File: src/hw/rtl/wks_pkg.sv
`default_nettype none
package wks_pkg;

    // Fixed field widths
    localparam int CMD_W    = 2;
    localparam int CHAR_W   = 8;
    localparam int WEIGHT_W = 24;
    localparam int TOTAL_W  = 40;

    // Default table geometry
    localparam int DEF_MAX_KEYWORDS = 64;
    localparam int DEF_MAX_WORD_LEN = 20;

    // Input command codes
    localparam logic [CMD_W-1:0] CMD_KEY_BYTE = 2'd0;
    localparam logic [CMD_W-1:0] CMD_COMMIT   = 2'd1;
    localparam logic [CMD_W-1:0] CMD_TEXT     = 2'd2;
    localparam logic [CMD_W-1:0] CMD_END      = 2'd3;

    // Word delimiters
    localparam logic [CHAR_W-1:0] CH_SPACE = 8'h20;
    localparam logic [CHAR_W-1:0] CH_LF    = 8'h0A;

    // Operations passed from front to back
    typedef logic [1:0] wks_kind_t;
    localparam wks_kind_t OP_COMMIT = 2'd0;
    localparam wks_kind_t OP_WORD   = 2'd1;
    localparam wks_kind_t OP_END    = 2'd2;

    typedef struct packed {
        wks_kind_t kind;
        logic      scan;
    } wks_op_t;

    localparam int OP_W = $bits(wks_op_t);

endpackage
`default_nettype wire

File: src/hw/rtl/wks_queue.sv
`default_nettype none
module wks_queue #(
    parameter int DATA_W = 8
) (
    input  wire logic              clk,
    input  wire logic              rst_n,
    input  wire logic              push,
    input  wire logic [DATA_W-1:0] push_data,
    output logic                   full,
    input  wire logic              pop,
    output logic                   avail,
    output logic [DATA_W-1:0]      pop_data
);
    import wks_pkg::*;

    logic [DATA_W-1:0] slot_reg [2];
    logic              wr_ptr_reg, rd_ptr_reg;
    logic [1:0]        cnt_reg;
    logic              do_push, do_pop;

    assign full     = cnt_reg[1];
    assign avail    = cnt_reg != 2'd0;
    assign do_push  = push && !full;
    assign do_pop   = pop && avail;
    assign pop_data = slot_reg[rd_ptr_reg];

    // Advance pointers and occupancy
    always_ff @(posedge clk or negedge rst_n)
    begin
        if (!rst_n)
        begin
            wr_ptr_reg <= 1'b0;
            rd_ptr_reg <= 1'b0;
            cnt_reg    <= 2'd0;
        end
        else
        begin
            if (do_push)
                wr_ptr_reg <= !wr_ptr_reg;
            if (do_pop)
                rd_ptr_reg <= !rd_ptr_reg;
            if (do_push && !do_pop)
                cnt_reg <= cnt_reg + 2'd1;
            else if (do_pop && !do_push)
                cnt_reg <= cnt_reg - 2'd1;
        end
    end

    // Store the pushed word
    always_ff @(posedge clk)
    begin
        if (do_push)
            slot_reg[wr_ptr_reg] <= push_data;
    end

endmodule
`default_nettype wire

File: config.mk
export PLATFORM = sky130hd
export DESIGN_NAME = wks_queue
export DESIGN_NICKNAME = d
export VERILOG_FILES = /design/src/hw/rtl/wks_pkg.sv /design/src/hw/rtl/wks_queue.sv
export SDC_FILE = /design/constraint.sdc
export NUM_CORES = 1
export LEC_CHECK = 0
export ABC_AREA = 0
export BUFFER_PORTS_ARGS = -buffer_cell sky130_fd_sc_hd__buf_4
export CORE_MARGIN = 5
export CORE_UTILIZATION = 25
export CTS_CLUSTER_DIAMETER = 120
export DETAILED_ROUTE_END_ITERATION = 12
export GPL_TIMING_DRIVEN = 0
export PLACE_DENSITY = 0.48
export SYNTH_ARGS = -nofsm -noshare
export SYNTH_HDL_FRONTEND = slang
export SYNTH_SLANG_ARGS = --single-unit
File: constraint.sdc
create_clock -name clk -period 1.4 [get_ports clk]
set_input_delay 0.14 -clock clk [delete_from_list [all_inputs] [get_ports clk]]
set_output_delay 0.14 -clock clk [all_outputs]
set_load 0.01 [all_outputs]
## After elaboration in Yosys (flattened, before gate mapping)

Memories as Yosys holds them, arrays and structs flattened.
Cells that the tools add are included.

| storage, ports and cells | value |
|---|---|
| bits of input ports | 12 |
| register bits | 4 |
| RAM bits | 16 |
| memories kept | 1 |
| output and inout bits | 10 |
| latch bits | 0 |
| word-level logic and storage cells | 21 |
| ROM bits | 0 |

Memory list:

| memory | words | width | read ports | clocked after Yosys merged registers in | write ports | RTL line | source |
|---|---|---|---|---|---|---|---|
| slot_reg | 2 | 8 | 1 | 0 | 1 | wks_queue.sv:16 | `logic [DATA_W-1:0] slot_reg [2];` |

| cells by class | value |
|---|---|
| order comparisons | 0 |
| eq/ne operators | 0 |
| add/subtract/negate cells | 2 |
| div/mod/pow operators | 0 |
| reductions and logical operators | 11 |
| shift-type cells | 0 |
| mux-type cells | 4 |
| multipliers | 0 |
| bitwise operators | 0 |

Operators by type and width:

| cell | count |
|---|---|
| $logic_not A1 Y1 | 5 |
| $logic_and A1 B1 Y1 | 4 |
| $mux W2 | 2 |
| $reduce_bool A2 Y1 | 2 |
| $add A2 B1 Y2 const B | 1 |
| $mux W1 | 2 |
| $sub A2 B1 Y2 const B | 1 |

## Logic depth before layout (Yosys ltp)

| depth | value |
|---|---|
| word-level depth | 6 |
| gate-level depth with buffers | 6 |
| mapped depth without buffers | 6 |

## Worst setup path after synthesis

No wires, ideal clock.

| timing | value |
|---|---|
| kind | register to register |
| from | register cnt_reg[1] |
| to | memory slot_reg[0][0], enable pin |
| period minus slack after synthesis | 1.371 ns |
| setup time | 0.370 ns |
| path buffers | 0 |
| cell stages (with the launch flop) | 3 |
| data arrival time | 1.001 ns |
| slack | 0.029 ns |
| data required time | 1.030 ns |
| cells stage by stage | dfrtp_1 -> nand2b_1 -> nor2_1 |

| on the way | value |
|---|---|
| word-level cells in the longest chain between the ends | 4 |

RTL lines:

| what | RTL line | source |
|---|---|---|
| start: declaration | wks_queue.sv:18 | `logic [1:0] cnt_reg;` |
| start signal: assignment | wks_queue.sv:43 | `cnt_reg <= cnt_reg + 2'd1;` |
| start signal: assignment | wks_queue.sv:45 | `cnt_reg <= cnt_reg - 2'd1;` |
| $logic_not A1 Y1 | wks_queue.sv:23 | `assign do_push = push && !full;` |
| $logic_and A1 B1 Y1 | wks_queue.sv:23 |  |
| $mux W1 | wks_queue.sv:52 | `if (do_push)` |
| $mux W1 (implied by the code) | wks_queue.sv:53 | `slot_reg[wr_ptr_reg] <= push_data;` |
| end: declaration | wks_queue.sv:16 |  |

No other way between the ends.

## Final worst setup path

| timing | value |
|---|---|
| from | register rd_ptr_reg |
| to | output port pop_data[3] |

| on the way | value |
|---|---|
| word-level cells in the longest chain between the ends | 1 |

RTL lines:

| what | RTL line | source |
|---|---|---|
| start: declaration | wks_queue.sv:17 | `logic wr_ptr_reg, rd_ptr_reg;` |
| start signal: assignment | wks_queue.sv:41 | `rd_ptr_reg <= !rd_ptr_reg;` |
| $mem_v2 Z2 W8 | - |  |
| end: declaration | wks_queue.sv:12 | `output logic [DATA_W-1:0] pop_data` |

No other way between the ends.

==> results.md <==
* DR WL/cell at 11.7 um
* Root buffer cell: clkbuf_4
* Core Footprint at 3030 um2
* Post-Place Setup Slack at -183 ps
* Die ar. at 4330 um2
* Synth cell count leaders: edfxtp_1 (16), mux2_2 (8), dfrtp_1 (4)
* IO Port Bufs at 21
* Antenna diodes at 0
* Initial Util at 25.7%
* Ys flop type: edfxtp_1
* Fin. max-slew vios at 0
* Failing checks: setup timing
* Max reg flops at 16
* Via/cell ratio at 3.72
* Total routed wirelength at 1430 um
* Vias at 454
* PD cells at 1980 nW/um2
* Total GRT Usage at 7.12%
* Seq/Total Area, Yosys at 74.6%
* Status: finished, violations left
* Critical Path AT at 1280 ps
* Final hold vios at 0
* Top cell type's share of synthesized area at 61.7%
* Post-Syn Nets at 55
* Clock tree sinks at 20
* Area leader, netlist: edfxtp_1
* Sw Ratio at 27.5%
* Largest net degree at the start of global routing at 13
* CTS clk-pin slew, worst paths at 120 ps
* CTS tree: done
* Critical Path RT at 1260 ps
* Num CTS Buffers at 3
* Fin Setup TNS at -85.1 ps
* Chip Width at 65.8 um
* Mapped cell area at 778 um2
* Max Root-Sink Buffers at 2
* Post-route worst setup slack at -16.7 ps
* Cells after Synth at 42
* Yosys synthesis warning count at 0
* Post-synthesis async set-or-reset flop share at 20.0%
* Clock Skew at 6.69 ps
* Worst-skew pair later-pin latency at 300 ps
* Area growth, synth to finish at 57.1%
* Critical Path Start Type: flip-flop
* Fillers at 291
* Placed wire-length estimate at 938 um
* Vias in the first global route at 485
* Hold Path Class: in2reg
* Max Cap Viol at 0
* Internal power at 1.75 mW
* # setup viols final at 8
* CP max FO at 5
* Initial drt markers at 4
* Fmax at 706 MHz
* Comb pwr share at 44.4%
* CP Class: reg2out
* CP Capture Type: primary output
* Post-synth EDFFs at 16
* CP max stage cell: dfrtp_1
* Top-count cell post-synth: edfxtp_1
* IO Count at 22
* Clock network power share at 19.3%
* Syn avg cell area at 18.5 um2
* RSZ-0062 raised after global routing: true
* Leakage at 0.512 nW
* Global-route wire length before repair at 2220 um
* Crit-path cells: buf_6 -> mux2_4 -> buf_6
* Fin crit share at 101%
* Crit path time final at 1420 ps
* Sequential fraction of design power at 36.3%
* Yosys cell types at 13
* Fin util at 40.4%
* Worst-Margin Slew at 445 ps
* Remaining Overflow, GRT at 0
* Die Y at 65.8 um
* Max-slew headroom at 70.3%
* Initial antenna violation count at 0
* DRC viols at 0
* Register bit count reported by yosys at 20
* Synth top area cells: edfxtp_1 (62%), dfrtp_1 (13%), mux2_2 (12%)
* Detail Route Antenna Nets at 0
* Layout cells sized above 1 at 57.7%
* Max VDD drop at 1.24 mV
* Placer Congestion at 0.699
* Most frequent CP cell: buf_6
* H-tree levels at 1
* FP Rows at 20
* DRT Pass-1 Iters at 3
* Final net count at 92
* CP peak stage delay at 420 ps
* Net Switching at 0.664 mW
cells by family (layout without fill, tap and decap cells):
| family | count (synthesis) | count (layout) | synth area share (%) |
|---|---|---|---|
| multiplexers | 8 | 8 | 11.6 |
| AND/OR/NAND/NOR | 6 | 6 | 5.15 |
| adder cells (fa/ha/maj) | 1 | 1 | 1.61 |
| flip-flops | 20 | 20 | 74.6 |
| XOR/XNOR | 5 | 5 | 5.63 |
| buffers and inverters | 2 | 38 | 1.45 |
per-stage QoR:
stage / cell area (um2) / total power, mW / instances / hold slack [ps]
5_1_grt: 1220 / 2.56 / 122 / 1.31
4_1_cts: 1120 / 2.30 / 116 / 8.51
3_5_place_dp: 991 / 1.65 / 107 / -56.5
2_1_floorplan: 778 / 1.34 / 42 / -156
3_3_place_gp: 991 / 1.63 / 107 / -59.0
6_report: 1220 / 2.42 / 122 / 22.0
layout make-up:
| cell class | count | area (um2) | share of cell area (%) |
|---|---|---|---|
| plain buffers | 1 | 11.3 | 0.921 |
| repair buffers | 32 | 289 | 23.6 |
| inverters | 1 | 3.75 | 0.307 |
| well taps | 44 | 55.1 | 4.50 |
| clock buffers | 3 | 22.5 | 1.84 |
| multi-input cells | 20 | 230 | 18.8 |
| flip-flops and latches | 20 | 581 | 47.5 |
| clock inverters | 1 | 30.0 | 2.46 |
cells in the final DEF, fill, tap and decap left out:
cell type / instances
and2_2: 1
buf_4: 17
buf_6: 10
bufinv_16: 1
clkbuf_4: 3
dfrtp_1: 4
dlygate4sd3_1: 6
edfxtp_1: 16
ha_1: 1
inv_1: 1
mux2_4: 8
nand2_4: 1
nand2b_4: 1
nor2_2: 2
or2_4: 1
xnor2_1: 3
xor2_1: 2
worst max-delay path: cells and delay by family, from the launching register on:
family,cells,cell delay (ps)
flops,1,420
mux,1,300
buf+inv,2,270
routing by layer:
layer / wire, um / up-vias / track usage [%]
met5: 0 / - / 0
met4: 12 / 0 / 1.55
met3: 90 / 2 / 3.40
met2: 670 / 15 / 11.3
met1: 656 / 214 / 8.78
li1: - / 223 / -
final timing paths:
| path | from | to | slack, ps | depth (start not counted) |
|---|---|---|---|---|
| worst max-delay path | rd_ptr_reg | pop_data[3] | -20 | 3 |
| max in group asynchronous | rst_n | wr_ptr_reg | 1140 | 2 |
| worst min register to register | wr_ptr_reg | wr_ptr_reg | 520 | 1 |
| worst min-delay path | push_data[0] | slot_reg[1][0] | 20 | 1 |
| min in group asynchronous | rst_n | cnt_reg[0] | 160 | 2 |
| worst max register to register | cnt_reg[1] | cnt_reg[1] | 10 | 6 |
power by group through the flow:
| stage | sequential (mW) | clock [mW] | combinational, mW |
|---|---|---|---|
| 2_1_floorplan | 0.879 | 0 | 0.465 |
| 3_3_place_gp | 0.880 | 0 | 0.754 |
| 3_5_place_dp | 0.887 | 0 | 0.762 |
| 4_1_cts | 0.877 | 0.476 | 0.948 |
| 5_1_grt | 0.896 | 0.506 | 1.16 |
| 6_report | 0.878 | 0.467 | 1.07 |
what timing repair did:
action / in CTS / in global routing
setup buffers: 3 / 1
hold endpoints to repair: 4 / 10
hold buffers: 1 / 5
endpoints found under the setup margin: 25 / 17
resized for setup: 11 / 12
cloned: 1 / 0
pin swaps: 0 / 1
Note: power is estimated with default switching activity, not from simulation.
