## src/hw/rtl/wks_pkg.sv

```systemverilog
`default_nettype none
package wks_pkg;

    // Fixed field widths
    localparam int CMD_W    = 2;
    localparam int CHAR_W   = 8;
    localparam int WEIGHT_W = 24;
    localparam int TOTAL_W  = 40;

    // Default table geometry
    localparam int DEF_MAX_KEYWORDS = 64;
    localparam int DEF_MAX_WORD_LEN = 20;

    // Input command codes
    localparam logic [CMD_W-1:0] CMD_KEY_BYTE = 2'd0;
    localparam logic [CMD_W-1:0] CMD_COMMIT   = 2'd1;
    localparam logic [CMD_W-1:0] CMD_TEXT     = 2'd2;
    localparam logic [CMD_W-1:0] CMD_END      = 2'd3;

    // Word delimiters
    localparam logic [CHAR_W-1:0] CH_SPACE = 8'h20;
    localparam logic [CHAR_W-1:0] CH_LF    = 8'h0A;

    // Operations passed from front to back
    typedef logic [1:0] wks_kind_t;
    localparam wks_kind_t OP_COMMIT = 2'd0;
    localparam wks_kind_t OP_WORD   = 2'd1;
    localparam wks_kind_t OP_END    = 2'd2;

    typedef struct packed {
        wks_kind_t kind;
        logic      scan;
    } wks_op_t;

    localparam int OP_W = $bits(wks_op_t);

endpackage
`default_nettype wire

```

## src/hw/rtl/wks_front.sv

```systemverilog
`default_nettype none
module wks_front #(
    parameter int MAX_WORD_LEN = 20
) (
    input  wire logic                        clk,
    input  wire logic                        rst_n,
    input  wire logic                        item_valid,
    output logic                             item_ready,
    input  wire logic [wks_pkg::CMD_W-1:0]   command,
    input  wire logic [wks_pkg::CHAR_W-1:0]  char_byte,
    input  wire logic [wks_pkg::WEIGHT_W-1:0] weight,
    input  wire logic                        q_full,
    output logic                             q_push,
    output logic [wks_pkg::OP_W+wks_pkg::WEIGHT_W+$clog2(MAX_WORD_LEN+1)
                  +MAX_WORD_LEN*wks_pkg::CHAR_W-1:0] q_data
);
    import wks_pkg::*;

    localparam int LEN_W  = $clog2(MAX_WORD_LEN + 1);
    localparam int BIDX_W = (MAX_WORD_LEN > 1) ? $clog2(MAX_WORD_LEN) : 1;

    logic [MAX_WORD_LEN-1:0][CHAR_W-1:0] asm_chars_reg, asm_chars_next;
    logic [LEN_W-1:0]                    asm_len_reg, asm_len_next;
    logic                                asm_ovf_reg, asm_ovf_next;
    logic                                accept;
    logic                                has_room;
    logic                                is_delim;
    logic                                word_ok;
    wks_op_t                             op;

    assign item_ready = !q_full;
    assign accept     = item_valid && item_ready;
    assign has_room   = asm_len_reg < LEN_W'(MAX_WORD_LEN);
    assign is_delim   = (char_byte == CH_SPACE) || (char_byte == CH_LF);
    assign word_ok    = (asm_len_reg != '0) && !asm_ovf_reg;

    // Classify the word and update the assembly buffer
    always_comb
    begin
        asm_chars_next = asm_chars_reg;
        asm_len_next   = asm_len_reg;
        asm_ovf_next   = asm_ovf_reg;
        q_push         = 1'b0;
        op.kind        = OP_COMMIT;
        op.scan        = 1'b0;
        if (accept)
        begin
            case (command)
                CMD_KEY_BYTE:
                begin
                    if (has_room)
                    begin
                        asm_chars_next[asm_len_reg[BIDX_W-1:0]] = char_byte;
                        asm_len_next = asm_len_reg + LEN_W'(1);
                    end
                end
                CMD_COMMIT:
                begin
                    q_push       = 1'b1;
                    op.kind      = OP_COMMIT;
                    asm_len_next = '0;
                    asm_ovf_next = 1'b0;
                end
                CMD_TEXT:
                begin
                    if (is_delim)
                    begin
                        q_push       = word_ok;
                        op.kind      = OP_WORD;
                        op.scan      = 1'b1;
                        asm_len_next = '0;
                        asm_ovf_next = 1'b0;
                    end
                    else if (has_room)
                    begin
                        asm_chars_next[asm_len_reg[BIDX_W-1:0]] = char_byte;
                        asm_len_next = asm_len_reg + LEN_W'(1);
                    end
                    else
                    begin
                        asm_ovf_next = 1'b1;
                    end
                end
                default:
                begin
                    q_push       = 1'b1;
                    op.kind      = OP_END;
                    op.scan      = word_ok;
                    asm_len_next = '0;
                    asm_ovf_next = 1'b0;
                end
            endcase
        end
    end

    assign q_data = {op, weight, asm_len_reg, asm_chars_reg};

    // Hold assembly control state
    always_ff @(posedge clk or negedge rst_n)
    begin
        if (!rst_n)
        begin
            asm_len_reg <= '0;
            asm_ovf_reg <= 1'b0;
        end
        else
        begin
            asm_len_reg <= asm_len_next;
            asm_ovf_reg <= asm_ovf_next;
        end
    end

    // Hold assembled bytes
    always_ff @(posedge clk)
    begin
        asm_chars_reg <= asm_chars_next;
    end

endmodule
`default_nettype wire

```

## config.mk

```make
export PLATFORM = sky130hd
export DESIGN_NAME = wks_front
export DESIGN_NICKNAME = d
export VERILOG_FILES = /design/src/hw/rtl/wks_pkg.sv /design/src/hw/rtl/wks_front.sv
export SDC_FILE = /design/constraint.sdc
export NUM_CORES = 1
export LEC_CHECK = 0
export BUFFER_PORTS_ARGS = -buffer_cell sky130_fd_sc_hd__buf_2
export CAP_MARGIN = 20
export CORE_MARGIN = 4
export CORE_UTILIZATION = 40
export CTS_BUF_LIST = sky130_fd_sc_hd__clkbuf_4
export CTS_CLUSTER_SIZE = 20
export DETAILED_ROUTE_END_ITERATION = 8
export PLACE_DENSITY_LB_ADDON = 0.08
export SLEW_MARGIN = 10
export SYNTH_ARGS = -nofsm -noshare
export SYNTH_HDL_FRONTEND = slang
export SYNTH_SLANG_ARGS = --single-unit
```

## constraint.sdc

```tcl
create_clock -name clk -period 3.6 [get_ports clk]
set_input_delay 0.54 -clock clk [delete_from_list [all_inputs] [get_ports clk]]
set_output_delay 0.54 -clock clk [all_outputs]
set_load 0.01 [all_outputs]
```

Word level (Yosys, flattened, before mapping)
Cells that the tools add are included.
{ "totals": {"register_bits": 166, "in_bits": 38, "output_inout_bits": 194, "elab_cells": 64} }
{ "op_classes": {"add_sub_neg": 1, "magnitude_cmp": 3, "eq_ne": 6, "mux": 19, "bitwise_logic": 1, "n_reduce_logical": 12} }
{ "ops": {"columns": ["operator", "n"], "rows": [
  ["$mux 160", 2],
  ["$pmux 160 s2", 1],
  ["$bwmux 160", 1],
  ["$demux 8 s5", 1],
  ["$mux 5", 2],
  ["$pmux 5 s2", 1],
  ["$eq 8x4->1 const B", 1],
  ["$eq 8x6->1 const B", 1],
  ["$mux 8", 1],
  ["$lt 5x6->1 const B", 1],
  ["$pmux 1 s2", 3],
  ["$reduce_and 3->1", 2],
  ["$add 5x1->5 const B", 1],
  ["$ge 5x1->1 const B", 1],
  ["$lt 5x5->1 const B", 1],
  ["$reduce_bool 5->1", 1],
  ["$mux 1", 4],
  ["$pmux 2 s2", 1],
  ["$logic_and 1x1->1", 3],
  ["$mux 3", 1],
  ["$ne 3x3->1 const B", 1],
  ["$eq 2x1->1 const B", 1],
  ["$eq 2x2->1 const B", 1],
  ["$logic_not 1->1", 2],
  ["7 further kinds", 7]
]} }

Longest topological paths before layout
Gate-level depths: netlist of the first run.
{ "depth": {"ltp_word": 8, "ltp_mapped": 5, "ltp_nobuf": 5} }

Worst setup path before layout of the first run
OpenSTA, ideal clock, no wires.
{ "synth_timing": {"kind": "in2reg", "from": "input port char_byte[1] (netlist name)", "to": "register asm_chars_reg (netlist bit q_data[104]) (enable)", "arrival_time_ns": 1.676, "required_ns": 3.230, "setup_slack_ns": 1.554, "cell_stages": 5, "cell_sequence": "and3b_1 o2111ai_2 buf_6 nand4b_4 nor2_1"} }
{ "synth_via": {"elab_chain_cells": 4, "elab_cells_between_ends": 5, "cone_classes": "eq/ne (3); reduce/logical (2)"} }
{ "synth_lines": {"columns": ["item", "line_no", "rtl"], "rows": [
  ["start: declaration", "wks_front.sv:10", "input wire logic [wks_pkg::CHAR_W-1:0] char_byte,"],
  ["$eq 8x6->1 or $eq 8x4->1 (tied branches)", "wks_front.sv:34", "assign is_delim = (char_byte == CH_SPACE) || (char_byte == CH_LF);"],
  ["$logic_or 1x1->1 (*)", "wks_front.sv:34", null],
  ["$ne 2x2->1 (no source line) (*)", null, null],
  ["$reduce_and 3->1 (no source line) (*)", null, null],
  ["end signal: assignment", "wks_front.sv:116", "asm_chars_reg <= asm_chars_next;"],
  ["end: declaration", "wks_front.sv:22", "logic [MAX_WORD_LEN-1:0][CHAR_W-1:0] asm_chars_reg, asm_chars_next;"]
]} }
Mark *: on every way between the ends. The rest lies on a longest branch, timed or not.
A chain may end at the register's enable or synchronous reset.

==> impl_results.md, run 1 <==
* Synthesis-stage register bit count at roughly 170
* Total wire length after detailed routing at between 10 and 15 mm
* Non-Filler Instances at 662
* Vert. Die Dim at 127 um
* Remaining number of nets flagged by the antenna check after routing at 0
* Top FF cell, synth: sky130_fd_sc_hd__edfxtp_1
* Critical Path AT at approximately 2 ns
* Setup skew after layout at about 0.016 ns
* FMAX at around 380 MHz
* TritonCTS clock tree: built
* P_leak at 2.70 nW
* Max-capacitance violation count at 0
* Register-to-register setup slack at about 1.8 ns
* Routed len/inst at around 21 um
* Largest fanout of any net on the critical path at 6
* Worst min path class: in2reg
* Most instantiated library cell after synthesis: sky130_fd_sc_hd__edfxtp_1
* Outcome: completed
* Critical path endpoint category: output port
* Syn Std Cell Area at ~0.0056 mm^2
* Layout Area Growth over Synthesis at 23.8%
* Endpoints failing hold at 0
* Cell taking the most area after synthesis: sky130_fd_sc_hd__edfxtp_1
* Total clock buffers created by CTS at 17
* Post-route cell area at around 0.007 mm^2
* Aggregate negative setup slack at 0 ns
* GRT Residual Overflow at 0
* RSZ-0062 raised after global routing: false
* Cell breakdown of the critical path: inv_1, ha_1, a31oi_1, and3_1, o21a_1, buf_2
* DRC errors left at 0
* Slowest stage cell, crit path: sky130_fd_sc_hd__dfrtp_1
* Number of primary I/O pins at 232
* Sequential cell area at 0.00495 mm^2
* Area of the die at 0.0161 mm^2
* Initial standard-cell utilization of the core at 40.8%
* Max FFs per register at 160
* Sequential share of the synthesized area at 87.9%
* Data required time at the worst endpoint at ~3.1 ns
* Final min period at 2.60 ns
* Layout cell share with drive strength beyond 1 at 50.5%
* Largest cells by area after synthesis: sky130_fd_sc_hd__edfxtp_1 (85%), sky130_fd_sc_hd__buf_4 (3.2%), sky130_fd_sc_hd__dfrtp_1 (2.7%)
* Final-stage net count at roughly 500
* Placeable Area at between 0.01 and 0.015 mm^2
* Post-detailed-placement cell area at 0.00673 mm^2
* Most frequent cells after synthesis: sky130_fd_sc_hd__edfxtp_1 (160), sky130_fd_sc_hd__buf_4 (24), sky130_fd_sc_hd__nor2_1 (21), sky130_fd_sc_hd__inv_1 (9), sky130_fd_sc_hd__nand2_1 (9)
* Pwr/cell area at 461 mW/mm^2
* Initial detailed-routing violation count at between 200 and 300
* Cell count after synthesis at 273
* Mapped Nets at around 320
* IO buf count at about 180
* Actual transition at the worst max-transition pin at between 0.7 and 0.8 ns
* Worst slew margin relative to its limit at 52.6%
* Insertion delay to the later sink of the worst-skew pair at 0.51 ns
* FP Rows at 43
* Total number of yosys warnings at 0
* Number of different library cells in the post-synthesis netlist at 35
* Number of levels the H-tree was split into at 4
* Type of the worst setup path: reg2out
* Horizontal extent of the die at between 100 and 150 um
* Place WS at slightly below 0.8 ns
* CP max stage delay at ~0.5 ns
* First-pass DRT Iterations at 4
* Fraction of registers with async set or reset after synthesis at roughly 3.6%
* CP startpoint kind: flop
* Overall routing resource usage at about 17%
* Number of enable flip-flop cells after synthesis at 160
* Footprint of the multi-input gates at between 400 and 500 um^2
* Avg Synthesized Cell Area at 20.6 um^2
* Setup slack after layout at 1.00 ns
* Fin crit share at 72.2%
* Vias in the first global route at between 3000 and 4000
* Initial antenna violation count at 1
* Via density per instance at 4.73
* Count of pins over their slew limit at 0
* CTS Buffer Depth at 2
* First-pass GRT wire length at 20.1 mm
* Placed cell count at around 630
* Total via count after detailed routing at roughly 3100
* Max VDD drop at about 0.00023 V
* Fillcell total at 1190
* Sum of internal, switching and leakage power at around 3.2 mW
* Count of cells resized by post-cts repair at 0
* Final setup vio count at 0
* Clock root buffer: sky130_fd_sc_hd__clkbuf_4
* Area fraction of the dominant cell type after synthesis at between 80% and 90%
* Clock-pin slew reported for the worst setup and hold paths after clock tree synthesis at around 0.14 ns
* Final estimated routing congestion in global placement at ~0.78
* Final HPWL DP at approximately 9.3 mm
* Clock Sink Count at around 170
* Largest net degree at the start of global routing at 22
metrics by stage:
stage	hold WS (ns)	utilization, %
global placement	0.375	48.6
CTS	0.234	50.4
floorplan	0.244	-
global route	0.226	50.4
finish	0.300	50.4
detailed placement	0.377	48.6
worst max-delay path, delay by kind of cell (launching register included):
family / cells / cell delay [ns]
flip-flops: 1 / 0.49
AO/OA/AOI/OAI: 2 / 0.40
adder cells (fa/ha/maj): 1 / 0.24
buffers and inverters: 2 / 0.21
AND/OR/NAND/NOR: 1 / 0.20
kinds of logic (layout without fill, tap and decap cells):
kind of cell	count (synthesis)	after routing	synth area share, %
fa+ha+maj	4	4	0.888
other cells	0	1	0
mux	1	1	0.178
flops	166	166	87.9
compound gates	16	16	2.00
simple gates	48	48	4.77
buf+inv	38	246	4.26
cells in the final DEF (no fill, tap or decap), types with 2 or more instances in the layout:
master,netlist,routed
sky130_fd_sc_hd__inv_6,0,3
sky130_fd_sc_hd__buf_4,24,20
sky130_fd_sc_hd__nor3_2,2,2
sky130_fd_sc_hd__nand2b_1,2,2
sky130_fd_sc_hd__nor2_1,21,21
sky130_fd_sc_hd__and3_1,2,2
sky130_fd_sc_hd__edfxtp_1,160,160
sky130_fd_sc_hd__a21oi_1,4,4
sky130_fd_sc_hd__dfrtp_1,6,6
sky130_fd_sc_hd__clkbuf_4,0,18
sky130_fd_sc_hd__a31oi_1,4,4
sky130_fd_sc_hd__clkinv_1,0,2
sky130_fd_sc_hd__buf_2,0,183
sky130_fd_sc_hd__inv_1,9,9
sky130_fd_sc_hd__nand2_1,9,9
sky130_fd_sc_hd__clkinv_4,0,3
sky130_fd_sc_hd__nand3_1,2,2
sky130_fd_sc_hd__clkinvlp_4,0,5
sky130_fd_sc_hd__ha_1,4,4
power breakdown:
part	switching (mW)	internal, mW	leakage, nW	total [mW]
Combinational	0.107	0.0411	1.07	0.148
Clock	0.642	0.284	0.117	0.925
Sequential	0.0141	2.13	1.52	2.14
final timing paths:
kind / end / cells after the start / from
min in group asynchronous: asm_len_reg[4] / 2 / rst_n
max reg2reg: q_data[144] / 4 / asm_len_reg[0]
max in group asynchronous: asm_ovf_reg / 2 / rst_n
min: q_data[123] / 1 / char_byte[3]
min reg2reg: asm_ovf_reg / 2 / asm_ovf_reg
max: q_data[189] / 6 / asm_len_reg[0]
what timing repair did:
action,in CTS,in global routing
hold endpoints to repair,6,0
hold buffers,1,0
setup buffers,0,0
layer usage:
metal	wire, um	GRT usage, %	vias up
li1	-	-	1402
met1	5850	22.9	1572
met2	6880	27.7	138
met3	916	4.93	17
met4	203	6.06	0
met5	0	0	-
layout make-up:
type / count / area share (%)
multi-input combinational: 69 / 6.33
antenna: 1 / 0.0359
clock buffer: 18 / 1.94
timing repair buffer: 204 / 15.4
tap: 180 / 3.23
inverter: 10 / 0.538
sequential: 166 / 71.0
clock inverter: 14 / 1.47
Power figures use the tool's default switching activity.
==> inputs of run 2 (changes only) <==
Settings changed: ABC_AREA from default to 1.
Clock period 3.6 ns to 2.2 ns, I/O delays scaled along.
==> run 2 against run 1 <==
Net effect: global-route usage is 0.32 points lower; wire length is 0.54% lower; power is 72% higher; non-clock buffer count is 6 higher; final area is 2.6% higher; synthesized cell count is 15% higher; worst hold slack worse by 0.24 ns; combinational power is 150% higher; critical endpoint is now q_push.
==> impl_results.md, run 2 <==
* FMAX at between 400 and 500 MHz
* Final estimated routing congestion in global placement at 0.818 (+5.5%)
* Initial standard-cell utilization of the core at 41.1% (+0.38 points)
* Placeable Area at 0.0139 mm^2 (+0.78%)
* Largest fanout of any net on the critical path at 3 (-3)
* Max-capacitance violation count at 0 (unchanged)
* Place WS at 0.228 ns (-0.562 ns)
* Sw frac at 22.6% (-1.2 points)
* Min-delay src: char_byte[3]
* DRC errors left at 0 (unchanged)
* Total clock buffers created by CTS at 17 (unchanged)
* IO buf count at 183 (unchanged)
* Insertion delay to the later sink of the worst-skew pair at 0.55 ns (+0.04 ns)
* GRT Residual Overflow at 0 (unchanged)
* Syn Std Cell Area at 0.00573 mm^2 (+1.7%)
* Fraction of registers with async set or reset after synthesis at 3.61% (unchanged)
* Sum of internal, switching and leakage power at 5.53 mW (+72%)
* Combinational fraction of design power at 6.6% (+2.0 points)
* Beginning of the critical path: asm_len_reg[0]
* Non-Filler Instances at 708 (+6.9%)
* Worst slew margin relative to its limit at 56.1% (+3.6 points)
* CP startpoint kind: flop
* Avg Synthesized Cell Area at 18.3 um^2 (-11%)
* Setup slack after layout at 0.170 ns (-0.829 ns)
* Largest cells by area after synthesis: sky130_fd_sc_hd__edfxtp_1 (84%), sky130_fd_sc_hd__buf_4 (3.3%), sky130_fd_sc_hd__dfrtp_1 (2.6%)
* Via density per instance at 4.63 (-2.1%)
* Final-stage net count at 556 (+9.0%)
* Largest net degree at the start of global routing at 21 (-4.5%)
* Vert. Die Dim at 128 um (+0.80%)
* Most frequent cells after synthesis: sky130_fd_sc_hd__edfxtp_1 (160), sky130_fd_sc_hd__nand2_1 (35), sky130_fd_sc_hd__nor2_1 (27), sky130_fd_sc_hd__buf_4 (25), sky130_fd_sc_hd__inv_1 (18)
* Count of pins over their slew limit at 0 (unchanged)
* Initial detailed-routing violation count at 221 (-12%)
* Cell breakdown of the critical path: inv_1, ha_1, nand2_2, nand2_1, o21ai_0, buf_2
* Initial antenna violation count at 1 (unchanged)
* Vias in the first global route at 3326 (+5.6%)
* Critical path endpoint category: output port
* Layout cell share with drive strength beyond 1 at 49.5% (-0.99 points)
* TritonCTS clock tree: built
* Most instantiated library cell after synthesis: sky130_fd_sc_hd__edfxtp_1
* Critical Path AT at 1.70 ns (-0.36 ns)
* R2r startpoint: asm_len_reg[3]
* Worst min path class: in2reg
* First-pass DRT Iterations at 4 (unchanged)
* Overall routing resource usage at 17.0% (-0.32 points)
* Synthesis-stage register bit count at 166 (unchanged)
* CP max stage delay at 0.38 ns (-0.11 ns)
* Sequential share of the synthesized area at 86.4% (-1.5 points)
* Final setup vio count at 0 (unchanged)
* Pwr/cell area at 773 mW/mm^2 (+68%)
* Total wire length after detailed routing at 13.8 mm (-0.54%)
* Family of cells with the greatest summed delay on the critical path: flip-flops
* Area of the die at 0.0163 mm^2 (+1.6%)
* Slowest stage cell, crit path: sky130_fd_sc_hd__dfrtp_2
* RSZ-0062 raised after global routing: false
* Final HPWL DP at 9.28 mm (about the same)
* Number of primary I/O pins at 232 (unchanged)
* Clock-pin slew reported for the worst setup and hold paths after clock tree synthesis at 0.14 ns (about the same)
* Most common cell after layout, fill and taps aside: sky130_fd_sc_hd__buf_2
* Total via count after detailed routing at 3275 (+4.7%)
* Routed len/inst at 19.5 um (-7.0%)
* Horizontal extent of the die at 128 um (+0.80%)
* Type of the worst setup path: reg2out
* Number of enable flip-flop cells after synthesis at 160 (unchanged)
* Max VDD drop at 0.000286 V (+26%)
* Leading cell types in the layout, fill and taps excluded: sky130_fd_sc_hd__buf_2 (183), sky130_fd_sc_hd__edfxtp_1 (160), sky130_fd_sc_hd__nand2_1 (34)
* Final min period at around 2.0 ns
* Actual transition at the worst max-transition pin at 0.656 ns (-0.0536 ns)
* Power dissipated by switching net loads at 1.25 mW (+64%)
* Number of different library cells in the post-synthesis netlist at 19 (-46%)
* FP Rows at 43 (unchanged)
* Power share of the clock group at 30.0% (+1.2 points)
* Cell taking the most area after synthesis: sky130_fd_sc_hd__edfxtp_1
* Outcome: completed
* Clock Sink Count at 166 (unchanged)
* Endpoints failing hold at 0 (unchanged)
* Setup skew after layout at 0.0231 ns (+0.00700 ns)
* Fillcell total at 1220 (+2.5%)
* Data required time at the worst endpoint at 1.87 ns (-1.19 ns)
* Fin crit share at 92.3%
* Mapped Nets at 355 (+13%)
* Cell count after synthesis at 313 (+15%)
* Clock root buffer: sky130_fd_sc_hd__clkbuf_4
* Max FFs per register at 160 (unchanged)
* Internal power of the cells at 4.29 mW (+75%)
* Total number of yosys warnings at 0 (unchanged)
* Placed cell count at 668 (+6.4%)
* Register-to-register setup slack at 0.23 ns (-1.54 ns)
* Top FF cell, synth: sky130_fd_sc_hd__edfxtp_1
* Number of levels the H-tree was split into at 4 (unchanged)
* CTS Buffer Depth at 2 (unchanged)
* Bufs and invs on worst path at 2 (unchanged)
* Sequential fraction of design power at 63.4% (-3.2 points)
* First-pass GRT wire length at 20.0 mm (-0.34%)
* Aggregate negative setup slack at 0 ns (unchanged)
* P_leak at 2.80 nW (+3.6%)
* Remaining number of nets flagged by the antenna check after routing at 0 (unchanged)
* Layout Area Growth over Synthesis at 24.8%
* Area fraction of the dominant cell type after synthesis at 83.8% (-1.4 points)
run 2: cell families (layout without fill, tap and decap cells):
family	after synthesis	count (layout)	share of synthesized area [%]
AOI/OAI and AO/OA	7	7	0.807
other	0	1	0
and+or+nand+nor	88	88	6.83
adders and majority gates	4	4	0.873
buffers and inverters	48	262	5.06
DFF	166	166	86.4
run 2: area by class of cell:
class / count / area (um^2) / area share [%]
Timing Repair Buffer: 210 / 1130 / 15.8
Clock buffer: 18 / 135 / 1.89
Clock inverter: 14 / 131 / 1.84
Antenna cell: 1 / 2.50 / 0.0350
Multi-Input combinational cell: 99 / 493 / 6.89
Sequential cell: 166 / 4960 / 69.3
Tap cell: 180 / 225 / 3.15
Inverter: 20 / 75.1 / 1.05
run 2: per-stage QoR:
step	area [um^2]	util, %	hold slack, ns
floorplan	5730	-	0.0344
global placement	6820	49.0	0.165
detailed placement	6820	49.0	0.169
CTS	7140	51.3	0.00582
global route	7160	51.4	0.00227
finish	7160	51.4	0.0567
run 2: power by group through the flow:
stage / clock [mW] / sequential (mW) / combinational [mW]
final: 1.66 / 3.51 / 0.363
after global routing: 1.88 / 3.51 / 0.403
after CTS: 1.72 / 3.51 / 0.360
after detailed placement: 0 / 3.60 / 0.312
after global placement: 0 / 3.60 / 0.309
after floorplan: 0 / 3.60 / 0.180
run 2: path summary, 6_finish.rpt:
check | cells past startpoint | endpoint
min in group asynchronous | 2 | asm_ovf_reg
setup reg to reg | 6 | q_data[63]
hold / removal | 1 | q_data[11]
hold reg to reg | 2 | asm_ovf_reg
setup / recovery | 6 | q_push
max in group asynchronous | 2 | asm_len_reg[3]
run 2: timing repair:
item	CTS	global route
buffers inserted	5	1
resized for setup	5	3
endpoints found under the setup margin	2	2
hold buffers	1	0
pin swaps	0	1
hold endpoints to repair	6	0
run 2: per-layer routing:
layer / GRT usage, % / up-vias / routed length, um
li1: - / 1502 / -
met1: 22.3 / 1595 / 5790
met2: 26.3 / 143 / 6570
met3: 5.83 / 35 / 1110
met4: 6.55 / 0 / 304
met5: 0 / - / 0
run 2: worst register-to-register path: stages (launching register included):
cell and delay [ns]:
sky130_fd_sc_hd__dfrtp_2 0.44, sky130_fd_sc_hd__buf_4 0.18, sky130_fd_sc_hd__o21ai_4 0.19, sky130_fd_sc_hd__inv_2 0.08, sky130_fd_sc_hd__nor2_4 0.13, sky130_fd_sc_hd__nand2_2 0.09
sky130_fd_sc_hd__nor2_1 0.52
==> inputs of run 3 (changes only) <==
Settings changed: SETUP_SLACK_MARGIN from default to 0.5.
==> run 3 against run 2 <==
Net effect: fmax grew 4.3%; worst hold slack improved by 0.057 ns; register-to-register slack better by 0.02 ns; power grew 9.8%; clock-buffer cell count rose by 2; sequential share of layout area is 3.7 points lower; flip-flop and latch count did not move; non-clock buffer count increased by 12; largest cell class unchanged.
==> impl_results.md, run 3 (synthesis gave the netlist of run 2 again) <==
* Outcome: completed
* Routed met3 length at 1.24 mm (+11%)
* Clock Sink Count at 166 (unchanged)
* Total clock buffers created by CTS at 17 (unchanged)
* Setup skew after layout at 0.0168 ns (-0.00636 ns)
* Sequential fraction of design power at 57.8% (-5.6 points)
* Placed cell count at 666 (-0.30%)
* Insertion delay to the later sink of the worst-skew pair at 0.51 ns (-0.04 ns)
* Largest net degree at the start of global routing at 21 (unchanged)
* Sum of internal, switching and leakage power at 6.08 mW (+9.8%)
* Layout Area Growth over Synthesis at 31.9%
* Worst slew margin relative to its limit at 79.5% (+23 points)
* First-pass GRT wire length at 21.1 mm (+5.3%)
* Final estimated routing congestion in global placement at 0.817 (-0.17%)
* Met2 WL post-DR at 7.35 mm (+12%)
* Power share of the clock group at 34.2% (+4.2 points)
* Number of primary I/O pins at 232 (unchanged)
* Vias in the first global route at 3466 (+4.2%)
* Leading cell types in the layout, fill and taps excluded: sky130_fd_sc_hd__buf_2 (183), sky130_fd_sc_hd__edfxtp_1 (160), sky130_fd_sc_hd__nand2_1 (33)
* Overall routing resource usage at 17.8% (+0.78 points)
* Placeable Area at 0.0139 mm^2 (unchanged)
* Max-capacitance violation count at 0 (unchanged)
* Final min period at 1.95 ns (-0.0846 ns)
* Critical path endpoint category: flop
* Aggregate negative setup slack at 0 ns (unchanged)
* Routed len/inst at 20.3 um (+4.2%)
* Combinational fraction of design power at 8.0% (+1.4 points)
* DRC errors left at 0 (unchanged)
* Power dissipated by switching net loads at 1.33 mW (+6.7%)
* Worst min path class: in2reg
* Initial standard-cell utilization of the core at 41.1% (unchanged)
* Number of levels the H-tree was split into at 4 (unchanged)
* First-pass DRT Iterations at 4 (unchanged)
* CP startpoint kind: flop
* CTS Buffer Depth at 2 (unchanged)
* Total wire length after detailed routing at 14.6 mm (+5.7%)
* Most common cell after layout, fill and taps aside: sky130_fd_sc_hd__buf_2
* TritonCTS clock tree: built
* Fin util at 54.3% (+2.9 points)
* Antenna diode count at 0 (-1)
* Clock-pin slew reported for the worst setup and hold paths after clock tree synthesis at 0.14 ns (about the same)
* Endpoints failing hold at 0 (unchanged)
* FP Rows at 43 (unchanged)
* Critical Path AT at 2.18 ns (+0.48 ns)
* RSZ-0062 raised after global routing: true
* Length of routed wiring on met1 at 5.68 mm (-1.8%)
* Area of the die at 0.0163 mm^2 (unchanged)
* Data required time at the worst endpoint at 2.44 ns (+0.57 ns)
* Initial antenna violation count at 1 (unchanged)
* Horizontal extent of the die at 128 um (unchanged)
* Pwr/cell area at 804 mW/mm^2 (+3.9%)
* Vert. Die Dim at 128 um (unchanged)
* Clock root buffer: sky130_fd_sc_hd__clkbuf_4
* Non-Filler Instances at 718 (+1.4%)
* Max VDD drop at 0.000270 V (-5.6%)
* Final-stage net count at 568 (+2.2%)
* Type of the worst setup path: reg2reg
* Largest fanout of any net on the critical path at 8 (+5)
* Sw frac at 21.9% (-0.65 points)
* Total via count after detailed routing at 3392 (+3.6%)
* Layout cell share with drive strength beyond 1 at 54.5% (+4.9 points)
* Max FFs per register at 160 (unchanged)
* FMAX at 514 MHz (+4.3%)
* Internal power of the cells at 4.75 mW (+11%)
* IO buf count at 183 (unchanged)
* P_leak at 2.93 nW (+4.6%)
* GRT Residual Overflow at 0 (unchanged)
* Actual transition at the worst max-transition pin at 0.307 ns (-0.349 ns)
* Initial detailed-routing violation count at 217 (-1.8%)
* Final setup vio count at 0 (unchanged)
* Top sig layer: met5
* Count of pins over their slew limit at 0 (unchanged)
* Remaining number of nets flagged by the antenna check after routing at 0 (unchanged)
* Final HPWL DP at 10.0 mm (+8.0%)
* Via density per instance at 4.72 (+2.1%)
* Fin crit share at 88.4% (-3.8 points)
## run 3: timing repair
action | CTS | global route
resized for setup | 31 | 20
setup buffers | 15 | 4
pin swaps | 6 | 6
endpoints found under the setup margin | 154 | 162
hold buffers | 1 | 0
gates cloned | 1 | 0
hold endpoints to repair | 6 | 0
## run 3: area by class of cell
type,instances,area (um^2)
Fill cell,1160,6370
Sequential cell,166,4960
Timing Repair Buffer,222,1290
Multi-Input combinational cell,99,664
Tap cell,180,225
Clock inverter,11,199
Clock buffer,20,150
Inverter,20,75.1
## run 3: routing by layer
layer / vias to the layer above / track usage, %
li1: 1528 / -
met1: 1661 / 22.8
met2: 169 / 28.9
met3: 32 / 5.29
met4: 2 / 6.24
met5: - / 0
## run 3: stage by stage
stage                     hold slack [ns]  instance area, um^2  worst slack (ns)
after CTS                          0.0450                 7450             0.227
after detailed placement            0.166                 6840             0.302
after global placement              0.162                 6840             0.367
final                               0.113                 7560             0.255
after global routing               0.0653                 7560             0.190
after floorplan                    0.0344                 5780             0.386
## run 3: power groups by stage
stage               sequential [mW]  clock, mW  combinational (mW)
finish                         3.51       2.08               0.485
global route                   3.52       2.26               0.531
CTS                            3.51       2.13               0.448
detailed placement             3.60          0               0.309
global placement               3.60          0               0.310
floorplan                      3.60          0               0.189
## run 3: path summary, 6_finish.rpt
| kind | cells past startpoint | slack (ns) | end | from |
|---|---|---|---|---|
| min | 4 | 0.11 | asm_len_reg[3] | item_valid |
| min reg2reg | 2 | 0.53 | asm_ovf_reg | asm_ovf_reg |
| max reg2reg | 11 | 0.25 | q_data[8] | asm_len_reg[3] |
| max in group asynchronous | 2 | 1.89 | asm_len_reg[0] | rst_n |
| min in group asynchronous | 2 | 0.14 | asm_len_reg[4] | rst_n |
| max | 11 | 0.25 | q_data[8] | asm_len_reg[3] |
## run 3: critical path: stages, from the launching register on
cell and delay [ns]:
sky130_fd_sc_hd__dfrtp_2 0.46, sky130_fd_sc_hd__nor2_4 0.12, sky130_fd_sc_hd__nand2_2 0.06, sky130_fd_sc_hd__buf_4 0.13, sky130_fd_sc_hd__buf_4 0.12, sky130_fd_sc_hd__buf_4 0.12, sky130_fd_sc_hd__buf_4 0.12, sky130_fd_sc_hd__buf_4 0.12
sky130_fd_sc_hd__buf_6 0.10, sky130_fd_sc_hd__buf_6 0.10, sky130_fd_sc_hd__nor2_4 0.07, sky130_fd_sc_hd__buf_6 0.14
